--- config.mk ---
export PLATFORM = sky130hd
export DESIGN_NAME = text_console_cell_writer_top
export DESIGN_NICKNAME = d
export VERILOG_FILES = /design/src/rtl/tccw_pkg.sv /design/src/rtl/tccw_cursor.sv /design/src/rtl/tccw_out_stage.sv /design/src/rtl/text_console_cell_writer_top.sv
export SDC_FILE = /design/constraint.sdc
export NUM_CORES = 1
export LEC_CHECK = 0
export BUFFER_PORTS_ARGS = -buffer_cell sky130_fd_sc_hd__buf_4
export CAP_MARGIN = 15
export CORE_MARGIN = 2
export CORE_UTILIZATION = 39
export DETAILED_ROUTE_END_ITERATION = 8
export PLACE_DENSITY = 0.6
export REMOVE_ABC_BUFFERS = 1
export SKIP_LAST_GASP = 1
export SYNTH_ARGS = -nofsm -noshare
export SYNTH_HDL_FRONTEND = slang
export SYNTH_SLANG_ARGS = --single-unit
--- constraint.sdc ---
create_clock -name clock -period 4.7 [get_ports clock]
set_input_delay 0.235 -clock clock [delete_from_list [all_inputs] [get_ports clock]]
set_output_delay 0.235 -clock clock [all_outputs]
set_load 0.03 [all_outputs]
--- src/rtl/tccw_pkg.sv ---
package tccw_pkg;

   // Screen geometry
   localparam int SCREEN_COLUMNS = 80;
   localparam int SCREEN_ROWS    = 25;

   // Field widths
   localparam int CHAR_W   = 8;
   localparam int COLOR_W  = 8;
   localparam int COL_W    = 7;
   localparam int ROW_W    = 5;
   localparam int ADDR_W   = 11;
   localparam int WORD_W   = CHAR_W + COLOR_W;
   localparam int RSP_W    = 32;
   // Wide enough for row * SCREEN_COLUMNS + column before truncation
   localparam int ADDR_FULL_W = ROW_W + COL_W + 1;

   // Character codes
   localparam logic [CHAR_W-1:0] CODE_NEWLINE   = 8'd10;
   localparam logic [CHAR_W-1:0] CODE_BACKSPACE = 8'd8;
   localparam logic [CHAR_W-1:0] CODE_BLANK     = 8'd32;

   localparam logic [COLOR_W-1:0] COLOR_AT_RESET = 8'h07;

   // One cell write
   typedef struct packed {
      logic [WORD_W-1:0] cell_word;
      logic [ADDR_W-1:0] cell_address;
   } cell_type;

   // Result of one item, with its valid flag
   typedef struct packed {
      logic     valid;
      cell_type wr_cell;
   } result_type;

endpackage

--- src/rtl/tccw_cursor.sv ---
module tccw_cursor
   import tccw_pkg::*;
(
   input  logic               clock,
   input  logic               reset,
   input  logic               accept,
   input  logic [CHAR_W-1:0]  char_code,
   input  logic [COLOR_W-1:0] text_color,
   output result_type         result
);

   logic [COL_W-1:0]       col_ff, col_in;
   logic [ROW_W-1:0]       row_ff, row_in;
   logic [COL_W:0]         col_plus;
   logic [ROW_W:0]         row_plus;
   logic [ROW_W-1:0]       row_next;
   logic [COL_W-1:0]       write_col;
   logic [ADDR_FULL_W-1:0] addr_full;
   logic [CHAR_W-1:0]      write_char;
   logic                   write_en;

   // Next row with wrap to the top (no scrolling)
   assign row_plus = {1'b0, row_ff} + 1'b1;
   assign row_next = (row_plus >= (ROW_W+1)'(SCREEN_ROWS)) ? '0 : row_plus[ROW_W-1:0];
   assign col_plus = {1'b0, col_ff} + 1'b1;

   // Decode the character and work out the cursor move
   always_comb begin
      col_in     = col_ff;
      row_in     = row_ff;
      write_col  = col_ff;
      write_char = char_code;
      write_en   = 1'b0;
      unique case (char_code)
         CODE_NEWLINE: begin
            col_in = '0;
            row_in = row_next;
         end
         CODE_BACKSPACE: begin
            // Step back and blank, nothing at column zero
            if (col_ff != '0) begin
               col_in     = col_ff - 1'b1;
               write_col  = col_ff - 1'b1;
               write_char = CODE_BLANK;
               write_en   = 1'b1;
            end
         end
         default: begin
            write_en = 1'b1;
            if (col_plus >= (COL_W+1)'(SCREEN_COLUMNS)) begin
               col_in = '0;
               row_in = row_next;
            end else begin
               col_in = col_plus[COL_W-1:0];
            end
         end
      endcase
   end

   // Linear cell index, low bits kept
   assign addr_full = ADDR_FULL_W'(row_ff) * ADDR_FULL_W'(SCREEN_COLUMNS)
                    + ADDR_FULL_W'(write_col);

   assign result.valid                = accept & write_en;
   assign result.wr_cell.cell_address = addr_full[ADDR_W-1:0];
   assign result.wr_cell.cell_word    = {text_color, write_char};

   // Hold the cursor, advance on each accepted item
   always_ff @(posedge clock) begin
      if (reset) begin
         col_ff <= '0;
         row_ff <= '0;
      end else if (accept) begin
         col_ff <= col_in;
         row_ff <= row_in;
      end
   end

   a_col_range : assert property (@(posedge clock) disable iff (reset)
      {1'b0, col_ff} < (COL_W+1)'(SCREEN_COLUMNS))
      else $error("cursor column beyond screen width");

   a_row_range : assert property (@(posedge clock) disable iff (reset)
      {1'b0, row_ff} < (ROW_W+1)'(SCREEN_ROWS))
      else $error("cursor row beyond screen height");

   a_newline_home : assert property (@(posedge clock) disable iff (reset)
      accept && char_code == CODE_NEWLINE |=> col_ff == '0)
      else $error("newline did not return cursor to column zero");

endmodule

--- src/rtl/tccw_out_stage.sv ---
module tccw_out_stage
   import tccw_pkg::*;
(
   input  logic       clock,
   input  logic       reset,
   input  result_type result,
   output logic       space,
   output logic       out_valid,
   output cell_type   out_cell,
   input  logic       out_ready
);

   logic     out_valid_ff;
   logic     skid_valid_ff;
   cell_type out_cell_ff;
   cell_type skid_cell_ff;
   logic     out_take;

   assign out_take  = out_valid_ff & out_ready;
   assign space     = ~skid_valid_ff;
   assign out_valid = out_valid_ff;
   assign out_cell  = out_cell_ff;

   // Output register with one skid entry behind it
   always_ff @(posedge clock) begin
      if (reset) begin
         out_valid_ff  <= 1'b0;
         skid_valid_ff <= 1'b0;
      end else if (skid_valid_ff) begin
         if (out_take) begin
            out_cell_ff   <= skid_cell_ff;
            skid_valid_ff <= 1'b0;
         end
      end else if (result.valid) begin
         if (out_valid_ff && !out_take) begin
            skid_cell_ff  <= result.wr_cell;
            skid_valid_ff <= 1'b1;
         end else begin
            out_cell_ff  <= result.wr_cell;
            out_valid_ff <= 1'b1;
         end
      end else if (out_take) begin
         out_valid_ff <= 1'b0;
      end
   end

   a_skid_behind_out : assert property (@(posedge clock) disable iff (reset)
      skid_valid_ff |-> out_valid_ff)
      else $error("skid entry held with empty output register");

   a_no_drop : assert property (@(posedge clock) disable iff (reset)
      result.valid && out_valid_ff && !out_ready |=> skid_valid_ff)
      else $error("stalled item not parked in skid entry");

   a_no_overrun : assert property (@(posedge clock) disable iff (reset)
      skid_valid_ff |-> !result.valid)
      else $error("item arrived while skid entry full");

endmodule

--- src/rtl/text_console_cell_writer_top.sv ---
// Channel   Direction  Item
// req_*     in         character byte
// rsp_*     out        cell write (address, word)
// csr_*     in         text color register write
//
// One character per cycle while req_tready is high; each item updates the
// cursor in the cycle it is accepted; its cell write is then registered.
// Reset (synchronous) homes the cursor to row 0, column 0 and sets color 7.
// A stalled result is parked in a one-entry skid register; req_tready drops
// only while that entry is full.
module text_console_cell_writer_top
   import tccw_pkg::*;
(
   input  logic                clock,
   input  logic                reset,
   // char_code [7:0]
   input  logic [CHAR_W-1:0]   req_tdata,
   input  logic                req_tvalid,
   output logic                req_tready,
   // cell_address [10:0], cell_word [26:11], zero [31:27]
   output logic [RSP_W-1:0]    rsp_tdata,
   output logic                rsp_tvalid,
   input  logic                rsp_tready,
   // text_color [7:0]
   input  logic [COLOR_W-1:0]  csr_data,
   input  logic                csr_valid,
   output logic                csr_ready
);

   logic [COLOR_W-1:0] color_ff;
   logic               req_accept;
   logic               space;
   result_type         result;
   cell_type           out_cell;

   assign csr_ready  = 1'b1;
   assign req_tready = space;
   assign req_accept = req_tvalid & space;

   // Hold the color register
   always_ff @(posedge clock) begin
      if (reset) begin
         color_ff <= COLOR_AT_RESET;
      end else if (csr_valid) begin
         color_ff <= csr_data;
      end
   end

   tccw_cursor u_cursor (
      .clock      (clock),
      .reset      (reset),
      .accept     (req_accept),
      .char_code  (req_tdata),
      .text_color (color_ff),
      .result     (result)
   );

   tccw_out_stage u_out_stage (
      .clock     (clock),
      .reset     (reset),
      .result    (result),
      .space     (space),
      .out_valid (rsp_tvalid),
      .out_cell  (out_cell),
      .out_ready (rsp_tready)
   );

   assign rsp_tdata = {(RSP_W-ADDR_W-WORD_W)'(0), out_cell.cell_word, out_cell.cell_address};

endmodule

==> impl_metrics.env <==
export IMPL_outcome="finished, final reports clean"
export IMPL_synthSimpleGateAreaFrac=0.135
export IMPL_fin_ws_ns=1.38
export IMPL_place_detailed_hpwl_mm=5.03
export IMPL_grt_start_max_net_pins=27
export IMPL_drt_iter0_drc=203
export IMPL_worstReg2RegEnd="u_out_stage.out_cell[10]$_DFFE_PP_"
export IMPL_drv_slew=0
export IMPL_synth_ff_type="edfxtp_1"
export IMPL_synth_xor_area_frac=0.0229
export IMPL_async_flop_share=0
export IMPL_synth_fa_ha_area_frac=0.0564
export IMPL_arrival_ns=3.42
export IMPL_max_clock_path_buffers=2
export IMPL_synth_edff_count=54
export IMPL_clock_latency_ns=0.35
export IMPL_dr_pass1_iters=4
export IMPL_setup_tns_ns=0
export IMPL_syn_inst=329
export IMPL_worst_setup_path_end_kind="flop"
export IMPL_port_buffers=49
export IMPL_crit_path_cell_trace="or3_1, or4_1, a211oi_1, a21o_1, inv_1, fa_1, nor2b_1, o2111ai_1, xnor2_1, xnor2_1, mux2_2"
export IMPL_crit_required_ns=4.80
export IMPL_cpPeakStageDelay_ns=0.44
export IMPL_remaining_drc_errors=0
export IMPL_drive_above_1_share=0.278
export IMPL_grt_usage=0.146
export IMPL_numCtsBuffers=9
export IMPL_fin_crit_sh=0.706
export IMPL_min_path_type="in2reg"
export IMPL_gp_congestion=0.779
export IMPL_cts_tree="built"
export IMPL_wl_mm=7.34
export IMPL_avgSynthCellArea_um2=11.6
export IMPL_ctsHoldBuffers=0
export IMPL_synth_compound_area_frac=0.101
export IMPL_initial_core_util=0.396
export IMPL_die_area_um2=10600
export IMPL_cpMostUsedCell="xnor2_1"
export IMPL_cts_num_sinks=76
export IMPL_crit_path_top_delay_cell="dfxtp_1"
export IMPL_critical_path_buf_inv_count=1
export IMPL_holdPathEnd="u_out_stage.skid_cell_ff[18]$_DFFE_PP_"
export IMPL_reg2regPathDepth=11
export IMPL_reg2reg_from="u_cursor.col_ff[2]$_SDFFE_PP0P_"
export IMPL_ys_warn_count=0
export IMPL_ant_nets=0
export IMPL_post_cts_setup_buffers=0
export IMPL_yosys_register_bits=76
export IMPL_max_slew_margin=0.455
export IMPL_min_delay_path_depth=1
export IMPL_clock_fmax_mhz=301
export IMPL_r2r_slack_ns=1.38
export IMPL_drt_vias_per_instance=5.15
export IMPL_p_leak_nw=1.75
export IMPL_irDropWorstVdd_v=0.000143
export IMPL_ys_seq_area_frac=0.540
export IMPL_finalClockSkew_ns=0.0108
export IMPL_finalCriticalPeriod_ns=3.32
export IMPL_antenna_found_initial=0
export IMPL_hold_violations=0
export IMPL_clkTransAtPathRegs_ns=0.08
export IMPL_cts_repair_resized=0
export IMPL_vias=2598
export IMPL_fp_dieW_um=103
export IMPL_cts_root_buf="clkbuf_8"
export IMPL_post_drt_wl_per_cell_um=14.6
export IMPL_syn_area_um2=3820
export IMPL_diodes=0
export IMPL_rows=36
export IMPL_num_io_pins=56
export IMPL_grt_pass1_wl_mm=11.9
export IMPL_setup_violations=0
export IMPL_hp_start="req_tdata[7]"
export IMPL_synth_top_family_by_area="simple AND/OR/NAND/NOR gates"
export IMPL_pwr_density_cell_nw_per_um2=332
export IMPL_die_y_um=103
export IMPL_grt_pass1_vias=2355
export IMPL_worstSetupPathType="reg2reg"
export IMPL_place_ws_ns=0.987
export IMPL_muxShareOfSynthArea=0.0924
export IMPL_coreArea_um2=9640
export IMPL_max_cap_violations=0
export IMPL_critPathLaunchType="flop"
export IMPL_nNetsFinal=403
export IMPL_critPathTopFamily="simple AND/OR/NAND/NOR gates"
export IMPL_post_synth_num_cell_types=56
export IMPL_h_tree_depth=3
export IMPL_grt_remaining_overflow=0
export IMPL_cp_max_fo=13
export IMPL_worst_slew_pin_slew_ns=0.812
export IMPL_rsz0062_at_grt="no"
export IMPL_area_growth_pct=17.9
-- worst max path at each step --
stage | start | endpoint | depth (start not counted) | slack [ns]
after detailed placement | req_tdata[5] | u_out_stage.out_cell[10]$_DFFE_PP_ | 13 | 0.99
after global routing | u_cursor.col_ff[2]$_SDFFE_PP0P_ | u_out_stage.out_cell[10]$_DFFE_PP_ | 11 | 1.05
after global placement | req_tdata[5] | u_out_stage.out_cell[10]$_DFFE_PP_ | 13 | 1.02
after floorplan | u_out_stage.skid_valid_ff$_SDFF_PP0_ | u_out_stage.skid_cell_ff[0]$_DFFE_PP_ | 3 | 0.14
after CTS | u_cursor.col_ff[2]$_SDFFE_PP0P_ | u_out_stage.out_cell[10]$_DFFE_PP_ | 11 | 1.35
final | u_cursor.col_ff[2]$_SDFFE_PP0P_ | u_out_stage.out_cell[10]$_DFFE_PP_ | 11 | 1.38
-- through the flow --
stage | utilization | hold slack, ns | cells | total power (W) | area, µm²
floorplan | - | 0.304 | 302 | 0.000871 | 3680
global placement | 0.443 | 0.428 | 488 | 0.000934 | 4270
detailed placement | 0.443 | 0.435 | 488 | 0.000936 | 4270
CTS | 0.467 | 0.0615 | 504 | 0.00151 | 4500
global route | 0.467 | 0.0649 | 504 | 0.00156 | 4500
finish | 0.467 | 0.0781 | 504 | 0.00149 | 4500
-- kinds of logic (layout without fill, tap and decap cells) --
| kind of cell | count (synthesis) | after routing |
|---|---|---|
| buffers and inverters | 41 | 79 |
| adder cells (fa/ha/maj) | 16 | 16 |
| AND/OR/NAND/NOR | 97 | 97 |
| XOR/XNOR | 10 | 10 |
| AO/OA/AOI/OAI | 55 | 55 |
| other | 2 | 6 |
| multiplexers | 32 | 32 |
| flip-flops | 76 | 76 |
-- per-layer routing --
| metal | global-route usage | vias to the layer above | wire length, µm |
|---|---|---|---|
| li1 | - | 1273 | - |
| met1 | 0.194 | 1251 | 3500 |
| met2 | 0.233 | 66 | 3380 |
| met3 | 0.0400 | 8 | 354 |
| met4 | 0.0476 | 0 | 102 |
| met5 | 0 | - | 0 |
-- state kept, by name, indices dropped and copies added (netlist names) --
| register | count |
|---|---|
| u_out_stage.out_cell | 27 |
| u_out_stage.skid_cell_ff | 27 |
| color_ff | 8 |
| u_cursor.col_ff | 7 |
| u_cursor.row_ff | 5 |
| u_out_stage.out_valid | 1 |
| u_out_stage.skid_valid_ff | 1 |
-- area by class of cell --
type	count	area, µm²
clock inverter	6	95.1
multi-input combinational	216	1600
inverter	10	37.5
fill	904	5140
sequential	76	2060
clock buffer	10	138
timing repair buffer	53	398
tap	133	166
-- Yosys cell counts (3+ instances only) --
library cell,n,share of area
a31oi_1,4,0.0066
xor2_1,3,0.0069
mux2i_1,6,0.016
mux2_2,26,0.077
buf_4,6,0.012
a221oi_1,4,0.0092
nor2_1,16,0.016
xnor2_1,7,0.016
nand2_1,25,0.025
nand3_1,7,0.0092
inv_1,10,0.0098
a21oi_1,12,0.016
nor2b_1,6,0.0098
dfxtp_1,22,0.12
nand2b_1,6,0.0098
a211o_1,3,0.0069
o31ai_1,3,0.0059
nor3_1,9,0.012
o21ai_0,8,0.010
and3_1,7,0.011
a211oi_1,4,0.0079
clkbuf_1,22,0.022
ha_1,14,0.046
edfxtp_1,54,0.42
a21o_1,3,0.0059
o211ai_1,3,0.0059
-- where the power goes --
part           internal, W  switching [W]  total [W]
Clock             0.000319       0.000254   0.000573
Sequential        0.000743      0.0000122   0.000755
Combinational    0.0000641      0.0000994   0.000164
Total              0.00113       0.000366    0.00149
-- cell usage in the layout, fill, tap and decap left out, drive strengths merged, types with 2 or more instances in the layout --
cell	instances
a211o	3
a211oi	4
a21o	3
a21oi	12
a221oi	4
a311oi	2
a31oi	4
and2	2
and3	7
and4b	2
buf	53
bufinv	2
clkbuf	10
clkinvlp	2
conb	6
dfxtp	22
edfxtp	54
fa	2
ha	14
inv	12
mux2	26
mux2i	6
nand2	25
nand2b	6
nand3	7
nand4	2
nor2	17
nor2b	6
nor3	9
o211ai	3
o21ai	8
o31ai	3
or2	3
or3	2
or4	3
xnor2	7
xor2	3
Power figures use the tool's default switching activity.
